--- config.mk ---
export PLATFORM = sky130hd
export DESIGN_NAME = lzss_ctrl
export DESIGN_NICKNAME = d
export VERILOG_FILES = /design/src/rtl/lzss_pkg.sv /design/src/rtl/lzss_ctrl.sv
export SDC_FILE = /design/constraint.sdc
export NUM_CORES = 1
export LEC_CHECK = 0
export BUFFER_PORTS_ARGS = -buffer_cell sky130_fd_sc_hd__buf_2
export CORE_AREA = 8 8 45 47
export DETAILED_ROUTE_END_ITERATION = 7
export DIE_AREA = 0 0 53 55
export SYNTH_ARGS = -nofsm -noshare
export SYNTH_HDL_FRONTEND = slang
export SYNTH_SLANG_ARGS = --single-unit
--- constraint.sdc ---
create_clock -name clk -period 1.55 [get_ports clk]
set_clock_uncertainty 0.05 [all_clocks]
set_input_delay 0.31 -clock clk [delete_from_list [all_inputs] [get_ports clk]]
set_output_delay 0.31 -clock clk [all_outputs]
set_load 0.02 [all_outputs]
--- src/rtl/lzss_pkg.sv ---
// ============================================================================
// lzss_pkg
// Shared constants, beat types and control interface types for the LZSS
// token stream decoder.
// ============================================================================
`timescale 1ns / 1ps

package lzss_pkg;

  // History window and copy limits
  localparam int WINDOW   = 4096;
  localparam int MAX_COPY = 64;
  localparam int AW       = $clog2(WINDOW);        // history address width
  localparam int CW       = $clog2(WINDOW + 1);    // output count width
  localparam int LW       = $clog2(MAX_COPY + 1);  // copy length counter width

  // Flag byte codes
  localparam logic [7:0] FLAG_COPY    = 8'h00;
  localparam logic [7:0] FLAG_LITERAL = 8'h01;

  typedef struct packed {
    logic [7:0] in_byte;
    logic       stream_end;
  } in_beat_t;

  typedef struct packed {
    logic [7:0] out_byte;
    logic       run_last;
    logic       bad_reference;
  } out_beat_t;

  // Controller to datapath commands
  typedef struct packed {
    logic lit_push;   // store and emit the literal byte
    logic ld_off_hi;  // capture offset high byte
    logic ld_off_lo;  // assemble offset
    logic ld_len_hi;  // capture length high byte
    logic ld_len;     // load copy length counter
    logic err_out;    // emit the error beat
    logic rd;         // issue history read for next copy byte
    logic cp_push;    // store and emit one copied byte
    logic clr;        // return stream position to start
  } dp_cmd_t;

  // Datapath to controller status
  typedef struct packed {
    logic out_free;   // output register can take a beat this cycle
    logic bad;        // current copy token is illegal
    logic last;       // copy counter at its final byte
  } dp_stat_t;

endpackage

--- src/rtl/lzss_ctrl.sv ---
// ============================================================================
// lzss_ctrl
// Token parser and copy sequencer; drives datapath commands.
// ============================================================================
`timescale 1ns / 1ps

module lzss_ctrl import lzss_pkg::*; (
  input  logic     clk,
  input  logic     rst,
  input  logic     in_valid,
  output logic     in_stall,
  input  in_beat_t in_beat,
  input  dp_stat_t stat,
  output dp_cmd_t  cmd
);

  typedef enum logic [1:0] {ST_PARSE, ST_RD, ST_WR} state_t;
  typedef enum logic [2:0] {
    PH_FLAG, PH_LIT, PH_OFF_HI, PH_OFF_LO, PH_LEN_HI, PH_LEN_LO
  } phase_t;

  state_t state, state_next;
  phase_t phase, phase_next;
  logic   end_pend, end_pend_next;
  logic   emit_phase;
  logic   accept;

  // Phases that produce a beat need room in the output register
  assign emit_phase = (phase == PH_LIT) || (phase == PH_LEN_LO);
  assign in_stall   = !((state == ST_PARSE) && (!emit_phase || stat.out_free));
  assign accept     = in_valid && !in_stall;

  // Next state and commands
  always_comb begin
    state_next    = state;
    phase_next    = phase;
    end_pend_next = end_pend;
    cmd           = '0;
    case (state)
      ST_PARSE: begin
        if (accept) begin
          case (phase)
            PH_FLAG: begin
              if (in_beat.in_byte == FLAG_LITERAL) begin
                phase_next = PH_LIT;
              end else if (in_beat.in_byte == FLAG_COPY) begin
                phase_next = PH_OFF_HI;
              end
            end
            PH_LIT: begin
              cmd.lit_push = 1'b1;
              phase_next   = PH_FLAG;
            end
            PH_OFF_HI: begin
              cmd.ld_off_hi = 1'b1;
              phase_next    = PH_OFF_LO;
            end
            PH_OFF_LO: begin
              cmd.ld_off_lo = 1'b1;
              phase_next    = PH_LEN_HI;
            end
            PH_LEN_HI: begin
              cmd.ld_len_hi = 1'b1;
              phase_next    = PH_LEN_LO;
            end
            PH_LEN_LO: begin
              phase_next = PH_FLAG;
              if (stat.bad) begin
                cmd.err_out = 1'b1;
              end else begin
                cmd.ld_len    = 1'b1;
                end_pend_next = in_beat.stream_end;
                state_next    = ST_RD;
              end
            end
            default: phase_next = PH_FLAG;
          endcase
          // Stream end takes effect now unless a copy still runs
          if (in_beat.stream_end) begin
            phase_next = PH_FLAG;
            if (state_next == ST_PARSE) begin
              cmd.clr = 1'b1;
            end
          end
        end
      end
      ST_RD: begin
        cmd.rd     = 1'b1;
        state_next = ST_WR;
      end
      ST_WR: begin
        if (stat.out_free) begin
          cmd.cp_push = 1'b1;
          if (stat.last) begin
            cmd.clr    = end_pend;
            state_next = ST_PARSE;
          end else begin
            state_next = ST_RD;
          end
        end
      end
      default: state_next = ST_PARSE;
    endcase
  end

  // State register
  always_ff @(posedge clk) begin
    if (rst) begin
      state    <= ST_PARSE;
      phase    <= PH_FLAG;
      end_pend <= 1'b0;
    end else begin
      state    <= state_next;
      phase    <= phase_next;
      end_pend <= end_pend_next;
    end
  end

`ifndef SYNTHESIS
  // Input is only taken while parsing
  a_accept_parse: assert property (@(posedge clk) disable iff (rst)
    accept |-> state == ST_PARSE)
    else $error("input accepted during copy");

  // A pending output beat is never overwritten
  a_push_free: assert property (@(posedge clk) disable iff (rst)
    (cmd.lit_push || cmd.cp_push || cmd.err_out) |-> stat.out_free)
    else $error("output beat overwritten");

  // Copy write step always follows a read step
  a_wr_after_rd: assert property (@(posedge clk) disable iff (rst)
    (state == ST_WR) |-> ($past(state) == ST_RD || $past(state) == ST_WR))
    else $error("copy write without read");

  // Copy starts only from a legal token
  a_copy_legal: assert property (@(posedge clk) disable iff (rst)
    cmd.ld_len |-> !stat.bad)
    else $error("illegal copy started");
`endif

endmodule

# After elaboration in Yosys (flattened, before gate mapping)

Cells that the tools add are included.

Eq/ne operators: 11
Bitwise gates (word level): 1
Muxes and demuxes: 29
Reductions and logical operators: 13

Operators with widths:

| cell                 | number |
|---|---|
| $mux W2              | 8 |
| $mux W1              | 13 |
| $mux W6              | 2 |
| $pmux W3 S4          | 1 |
| $mux W3              | 3 |
| $eq A8 B1 Y1 const B | 1 |
| $logic_not A8 Y1     | 1 |
| $eq A3 B2 Y1 const B | 2 |
| $eq A3 B3 Y1 const B | 2 |
| $pmux W2 S3          | 1 |
| $logic_not A2 Y1     | 2 |
| $ne A2 B2 Y1 const B | 2 |
| $ne A4 B4 Y1 const B | 1 |
| $reduce_and A4 Y1    | 1 |
| $eq A3 B1 Y1 const B | 1 |
| $logic_not A3 Y1     | 1 |
| $reduce_and A3 Y1    | 1 |
| $eq A2 B1 Y1 const B | 1 |
| $eq A2 B2 Y1 const B | 1 |
| $logic_and A1 B1 Y1  | 2 |
| $logic_not A1 Y1     | 2 |
| $logic_or A1 B1 Y1   | 2 |
| $pmux W1 S2          | 1 |
| $reduce_and A2 Y1    | 1 |
| $not A1 Y1           | 1 |

Bits of input ports: 15
Register bits: 6
Output and inout port bits: 10

# Logic depth before layout (Yosys ltp)

Gate-level depths: netlist (run 1).

Word-level depth: 13
Gate-level depth with buffers: 5
Depth with buffers taken out: 4

# Worst setup path after synthesis (run 1)

Ideal clock, no wire load.

Path kind: reg2out
Start point: reg state[1]
End point: out cmd[5] (netlist bit)
Slack: -160 ps
Cell stages (with the launch flop): 4
Arrival: 1350 ps
Cells stage by stage: dfxtp_1 nor3b_4 nand2_2 nor4_1

RTL lines:

| element                | line             | source |
|---|---|---|
| from (decl)            | lzss_ctrl.sv:22  | `state_t state, state_next;` |
| from (signal assigned) | lzss_ctrl.sv:113 | `state <= state_next;` |
| to (decl)              | lzss_ctrl.sv:14  | `output dp_cmd_t cmd` |

==> results of run 1 <==
Yosys cell counts, drive strengths merged:
master  instances  area, µm²
nand3           2       10.0
nor2b           2       12.5
nor2            8       30.0
and3            1       6.26
nand2           9       36.3
a311o           1       11.3
o31ai           1       12.5
inv             2       7.51
mux2i           1       10.0
nor3b           1       18.8
a31o            1       8.76
o21a            1       7.51
buf             1       5.00
dfxtp           6        120
or3b            1       8.76
nor3            5       25.0
a21oi           3       15.0
nor4            2       12.5
and2            2       12.5
nand4           1       6.26
or3             1       6.26
or4             1       7.51
and2b           1       8.76
nand4b          1       8.76
o21ai           3       15.0
worst min-delay path, cell delays in order:
cell	delay (ns)
buf_2	0.09
o21a_1	0.14
nor3_2	0.04
how the worst max path moves through the flow:
stage                                      from               endpoint  slack, ns  cells past startpoint
final                     phase[1]$_SDFFE_PP0P_                 cmd[8]      -0.26                      4
after global routing      phase[0]$_SDFFE_PP0P_                 cmd[0]      -0.27                      5
after CTS                 phase[0]$_SDFFE_PP0P_                 cmd[8]      -0.23                      4
after detailed placement             in_beat[6]  phase[0]$_SDFFE_PP0P_      -0.09                      5
after global placement               in_beat[6]  phase[0]$_SDFFE_PP0P_      -0.07                      5
after floorplan           state[1]$_SDFFE_PP0P_                 cmd[3]      -0.04                      3
sequential cells by signal (all words and copies together) (netlist names):
name      flops
state         2
end_pend      1
phase         3
stage by stage:
step / total power (W) / instances / setup TNS, ns / hold slack, ns
6_report: 0.000396 / 116 / -1.65 / 0.319
5_1_grt: 0.000403 / 116 / -2.02 / 0.341
4_1_cts: 0.000380 / 112 / -1.22 / 0.302
3_5_place_dp: 0.000231 / 107 / -0.262 / 0.443
3_3_place_gp: 0.000229 / 107 / -0.191 / 0.440
2_1_floorplan: 0.000190 / 58 / -0.0739 / 0.329
layout by cell type (no fill, tap or decap), types with 2 or more instances in the layout:
cell type  instances
a21oi_1            3
buf_2             17
buf_4             16
buf_6              7
clkbuf_4           3
dfxtp_1            3
dfxtp_2            3
inv_1              2
nand2_1            6
nand2_2            2
nor2_1             7
nor3_1             3
nor3_2             2
o21ai_0            2
per-layer routing:
metal	up-vias	track usage, %
met4	0	6.47
met5	-	0
met1	284	10.5
met3	4	1.87
li1	295	-
met2	26	18.8
final cells by class:
class / instances / area, µm²
Multi-Input combinational cell: 49 / 358
Sequential cell: 6 / 124
Timing Repair Buffer: 40 / 284
Inverter: 2 / 7.51
Fill cell: 128 / 568
Tap cell: 16 / 20.0
Clock buffer: 3 / 22.5
power breakdown:
group / internal [W] / total [W] / switching (W) / leakage (nW)
combinational: 0.0000485 / 0.0000915 / 0.0000430 / 0.322
sequential: 0.000157 / 0.000159 / 0.00000202 / 0.0500
clock: 0.0000877 / 0.000146 / 0.0000581 / 0.0138
total: 0.000293 / 0.000396 / 0.000103 / 0.386
cells by family (layout without fill, tap and decap cells):
kind of cell    Yosys count  in the layout  share of synthesized area [%]
simple gates             38             38                           49.7
compound gates           10             10                           16.6
flops                     6              6                           28.4
buf+inv                   3             45                           2.96
mux                       1              1                           2.37
what timing repair did:
| item | in CTS | in global routing |
|---|---|---|
| gates cloned | 0 | 0 |
| buffers inserted | 2 | 5 |
| pin swaps | 5 | 6 |
| gates resized for setup | 16 | 13 |
| setup endpoints to repair | 8 | 8 |
==> impl_metrics.toml, run 1 <==
[status]
outcome = "complete, but fails checks"
violations = "negative setup slack"

[detailed_routing]
wl_met3_um = 127
drtIter0Drc = 15
routed_wirelength_um = 1610
wl_met2_um = 835
num_vias = 609
met1_length_um = 612
top_layer = "met4"
ant_nets = 0
viasPerCell = 5.25
drc = 0
drtPass1Iterations = 4
wire_per_inst_um = 13.9

[floorplan]
die_area_um2 = 2920
die_h_um = 55
die_w_um = 53
row_count = 14
start_util_pct = 30.6
pin_count = 25
core-area_um2 = 1380

[grt]
grt_pass1_wl_um = 2290
grt_max_degree = 9
first_global_vias = 576
overflow = 0
track_usage_pct = 10.2
antenna_found_initial = 0

[final_layout]
antenna_cells = 0
finalInstanceArea_um2 = 816
utilization_pct = 59.0
area.growth.synth_to_final_pct = 92.9
final_nets = 117
drive_gt1_share_pct = 63.0

[worst_setup_path]
cp_slowest_stage_delay_ns = 0.43
reg2reg_slack_ns = 0
end_kind = "primary output"
reg2regPathDepth = 5
timing.rr.start = "phase[0]$_SDFFE_PP0P_"
critPathTopFamily = "simple AND/OR/NAND/NOR gates"
crit_chain = "or3b_4 -> and2_4 -> and3_4 -> buf_6"
cp_slowest_cell = "or3b_4"
cp.required_ns = 1.19
rr_endpoint = "phase[2]$_SDFFE_PP0P_"
path_max_fanout = 3
path_class = "reg2out"
cp-start-kind = "flop"
worst-path-buf-inv = 1
cp.arrival_ns = 1.45

[timing]
fin_crit_sh_pct = 116
drv_slew = 0
fin_ws_ns = -0.256
rsz0062_at_grt = "true"
max_slew_margin_pct = 78.3
fmax_mhz = 554
setup_viol = 9
fin_crit_ns = 1.81
finalHoldViolCount = 0
worst_pin_slew_ns = 0.322

[pwr]
irDropWorstVdd_uv = 221
power.static_leakage_nw = 0.386
power_density_nw_per_um2 = 486

[min_path]
min_from = "stat[0]"
hold-path-endpoint = "state[0]$_SDFFE_PP0P_"
min_path_type = "in2reg"
hold_depth = 3

[clocking]
cts_sinks = 6
cts_buffer_depth = 2
cts_made_buffers = 3
cts-root-buf = "clkbuf_4"
cts_tree = "built"
worstSkewPairLatency_ns = 0.25
path_clk_slew_ns = 0.05
cts_htree_levels = 1
postCtsHoldBufs = 0

[place]
placed_cell_area_um2 = 649
pre_cts_ws_ns = -0.0945
dpl.hpwl_um = 1150
gp_congestion = 0.877
portBuffers = 24

[synthesis]
syn_inst = 58
netlist_area_um2 = 423
ys_types = 27
synth_fp_nets = 73
avgSynthCellArea_um2 = 7.29
yosysSeqAreaShare_pct = 28.4
ys_ff_latch = 6
yosys_warnings = 0

[job]
max_cap_viol_count = 0
Note: power is estimated with default switching activity, not from simulation.
==> run 2, diff against run 1 <==
Settings changed: CORE_AREA 8 8 45 47 to 2 2 39 41, DIE_AREA 0 0 53 55 to 0 0 41 43.
==> run 2 against run 1 <==
Effect of this change: the run still ends with negative setup slack left; worst hold slack improved by 0.010 ns; combinational power decreased by 0.4%; utilization increased by 2.4 points; cell count increased by 1.7%; sequential share of layout area decreased by 0.29 points; die area decreased by 40%; count of clock-buffer cells in the layout unchanged; non-clock buffer count increased by 2; design area increased by 4.0%; routed wire length decreased by 16%; critical path type unchanged; critical endpoint is now cmd[0]; largest power group unchanged; highest routed layer is now met3.
==> impl_metrics.toml, run 2 (synthesis results as in run 1) <==
[clocking]
path_clk_slew_ns = 0.04
cts_made_buffers = 3
cts_htree_levels = 1
cts_buffer_depth = 2
cts_tree = "built"
postCtsHoldBufs = 0
cts_sinks = 6
cts-root-buf = "clkbuf_4"
worstSkewPairLatency_ns = 0.23

[worst_setup_path]
cp.arrival_ns = 1.38
path_class = "reg2out"
timing.rr.start = "state[1]$_SDFFE_PP0P_"
cp-start-kind = "flop"
crit_end = "cmd[0]"
worstSetupStartpoint = "phase[0]$_SDFFE_PP0P_"
rr_endpoint = "phase[2]$_SDFFE_PP0P_"
end_kind = "primary output"
reg2regPathDepth = 6
cp.required_ns = 1.19
path_max_fanout = 2
reg2reg_slack_ns = -0.14

[floorplan]
die_w_um = 41
die_area_um2 = 1760
core-area_um2 = 1380
start_util_pct = 30.6
die_h_um = 43
pin_count = 25
row_count = 14

[detailed_routing]
ant_nets = 0
drtPass1Iterations = 4
routed_wirelength_um = 1360
drc = 0
drtIter0Drc = 11
viasPerCell = 4.88
num_vias = 576
wire_per_inst_um = 11.5

[final_layout]
final_nets = 119
area.growth.synth_to_final_pct = 101
antenna_cells = 0
top_register = "phase"
mostFrequentLayoutCell = "buf_4"
drive_gt1_share_pct = 66.7
top_regs = "phase (3), state (2), end_pend (1)"
utilization_pct = 61.3
layout_common_cells = "buf_4, buf_2, nor2_1, buf_6, nand2_1"
largest_reg_flops = 3

[status]
violations = "negative setup slack"
outcome = "complete, but fails checks"

[grt]
antenna_found_initial = 0
first_global_vias = 513
track_usage_pct = 15.7
overflow = 0
grt_max_degree = 9
grt_pass1_wl_um = 1900

[pwr]
power_density_nw_per_um2 = 452
irDropWorstVdd_uv = 374
power.static_leakage_nw = 0.397

[place]
portBuffers = 24
dpl.hpwl_um = 968
gp_congestion = 0.811
pre_cts_ws_ns = -0.0867

[timing]
drv_slew = 0
fin_crit_ns = 1.74
fin_crit_sh_pct = 112
fmax_mhz = 574
fin_ws_ns = -0.192
setup_viol = 10
rsz0062_at_grt = "true"
max_slew_margin_pct = 77.7
worst_pin_slew_ns = 0.331
finalHoldViolCount = 0

[min_path]
min_path_type = "in2reg"

[job]
max_cap_viol_count = 0
run 2: per-layer routing:
layer,track usage [%],up-vias,wire length (µm)
met5,0,-,0
met4,8.00,0,0
met3,1.57,0,58
met2,28.1,22,746
met1,16.6,256,551
li1,-,298,-
run 2: critical path, cell delays in order, from the launching register on:
cell      delay, ns
dfxtp_2        0.32
or3b_4         0.38
and2_4         0.15
nand4b_1       0.11
nand2_2        0.06
buf_6          0.13
run 2: stage by stage:
step	TNS, ns	cell area [µm²]	total power (W)	hold WS, ns	cells
2_1_floorplan	-0.0739	439	0.000190	0.329	58
3_3_place_gp	-0.213	657	0.000230	0.438	108
3_5_place_dp	-0.254	657	0.000231	0.443	108
4_1_cts	-1.36	797	0.000380	0.314	117
5_1_grt	-2.27	848	0.000413	0.330	118
6_report	-1.51	848	0.000383	0.330	118
run 2: repair_timing:
action,in CTS,in global routing
setup buffers,6,1
pin swaps,6,1
gates resized for setup,23,10
endpoints found under the setup margin,8,13
endpoints found under the hold margin,0,0
run 2: layout make-up:
cell class | count | area (µm²)
fillers | 121 | 536
clock buffers | 3 | 22.5
well taps | 16 | 20.0
inverters | 2 | 7.51
multi-input cells | 49 | 370
repair buffers | 42 | 302
flip-flops and latches | 6 | 126
run 2: power by group:
group / internal, W / leakage, nW / switching, W
clock network: 0.0000869 / 0.0138 / 0.0000462
registers: 0.000158 / 0.0509 / 0.00000148
logic: 0.0000485 / 0.332 / 0.0000426
run 2: worst min-delay path by stage:
| stage | end | cells after the start | slack [ns] | startpoint |
|---|---|---|---|---|
| final | state[0]$_SDFFE_PP0P_ | 3 | 0.33 | stat[0] |
| after global routing | phase[2]$_SDFFE_PP0P_ | 3 | 0.33 | rst |
| after CTS | state[0]$_SDFFE_PP0P_ | 3 | 0.31 | stat[0] |
| after detailed placement | end_pend$_SDFFE_PP0P_ | 2 | 0.44 | end_pend$_SDFFE_PP0P_ |
| after global placement | end_pend$_SDFFE_PP0P_ | 2 | 0.44 | end_pend$_SDFFE_PP0P_ |
| after floorplan | phase[2]$_SDFFE_PP0P_ | 1 | 0.33 | rst |
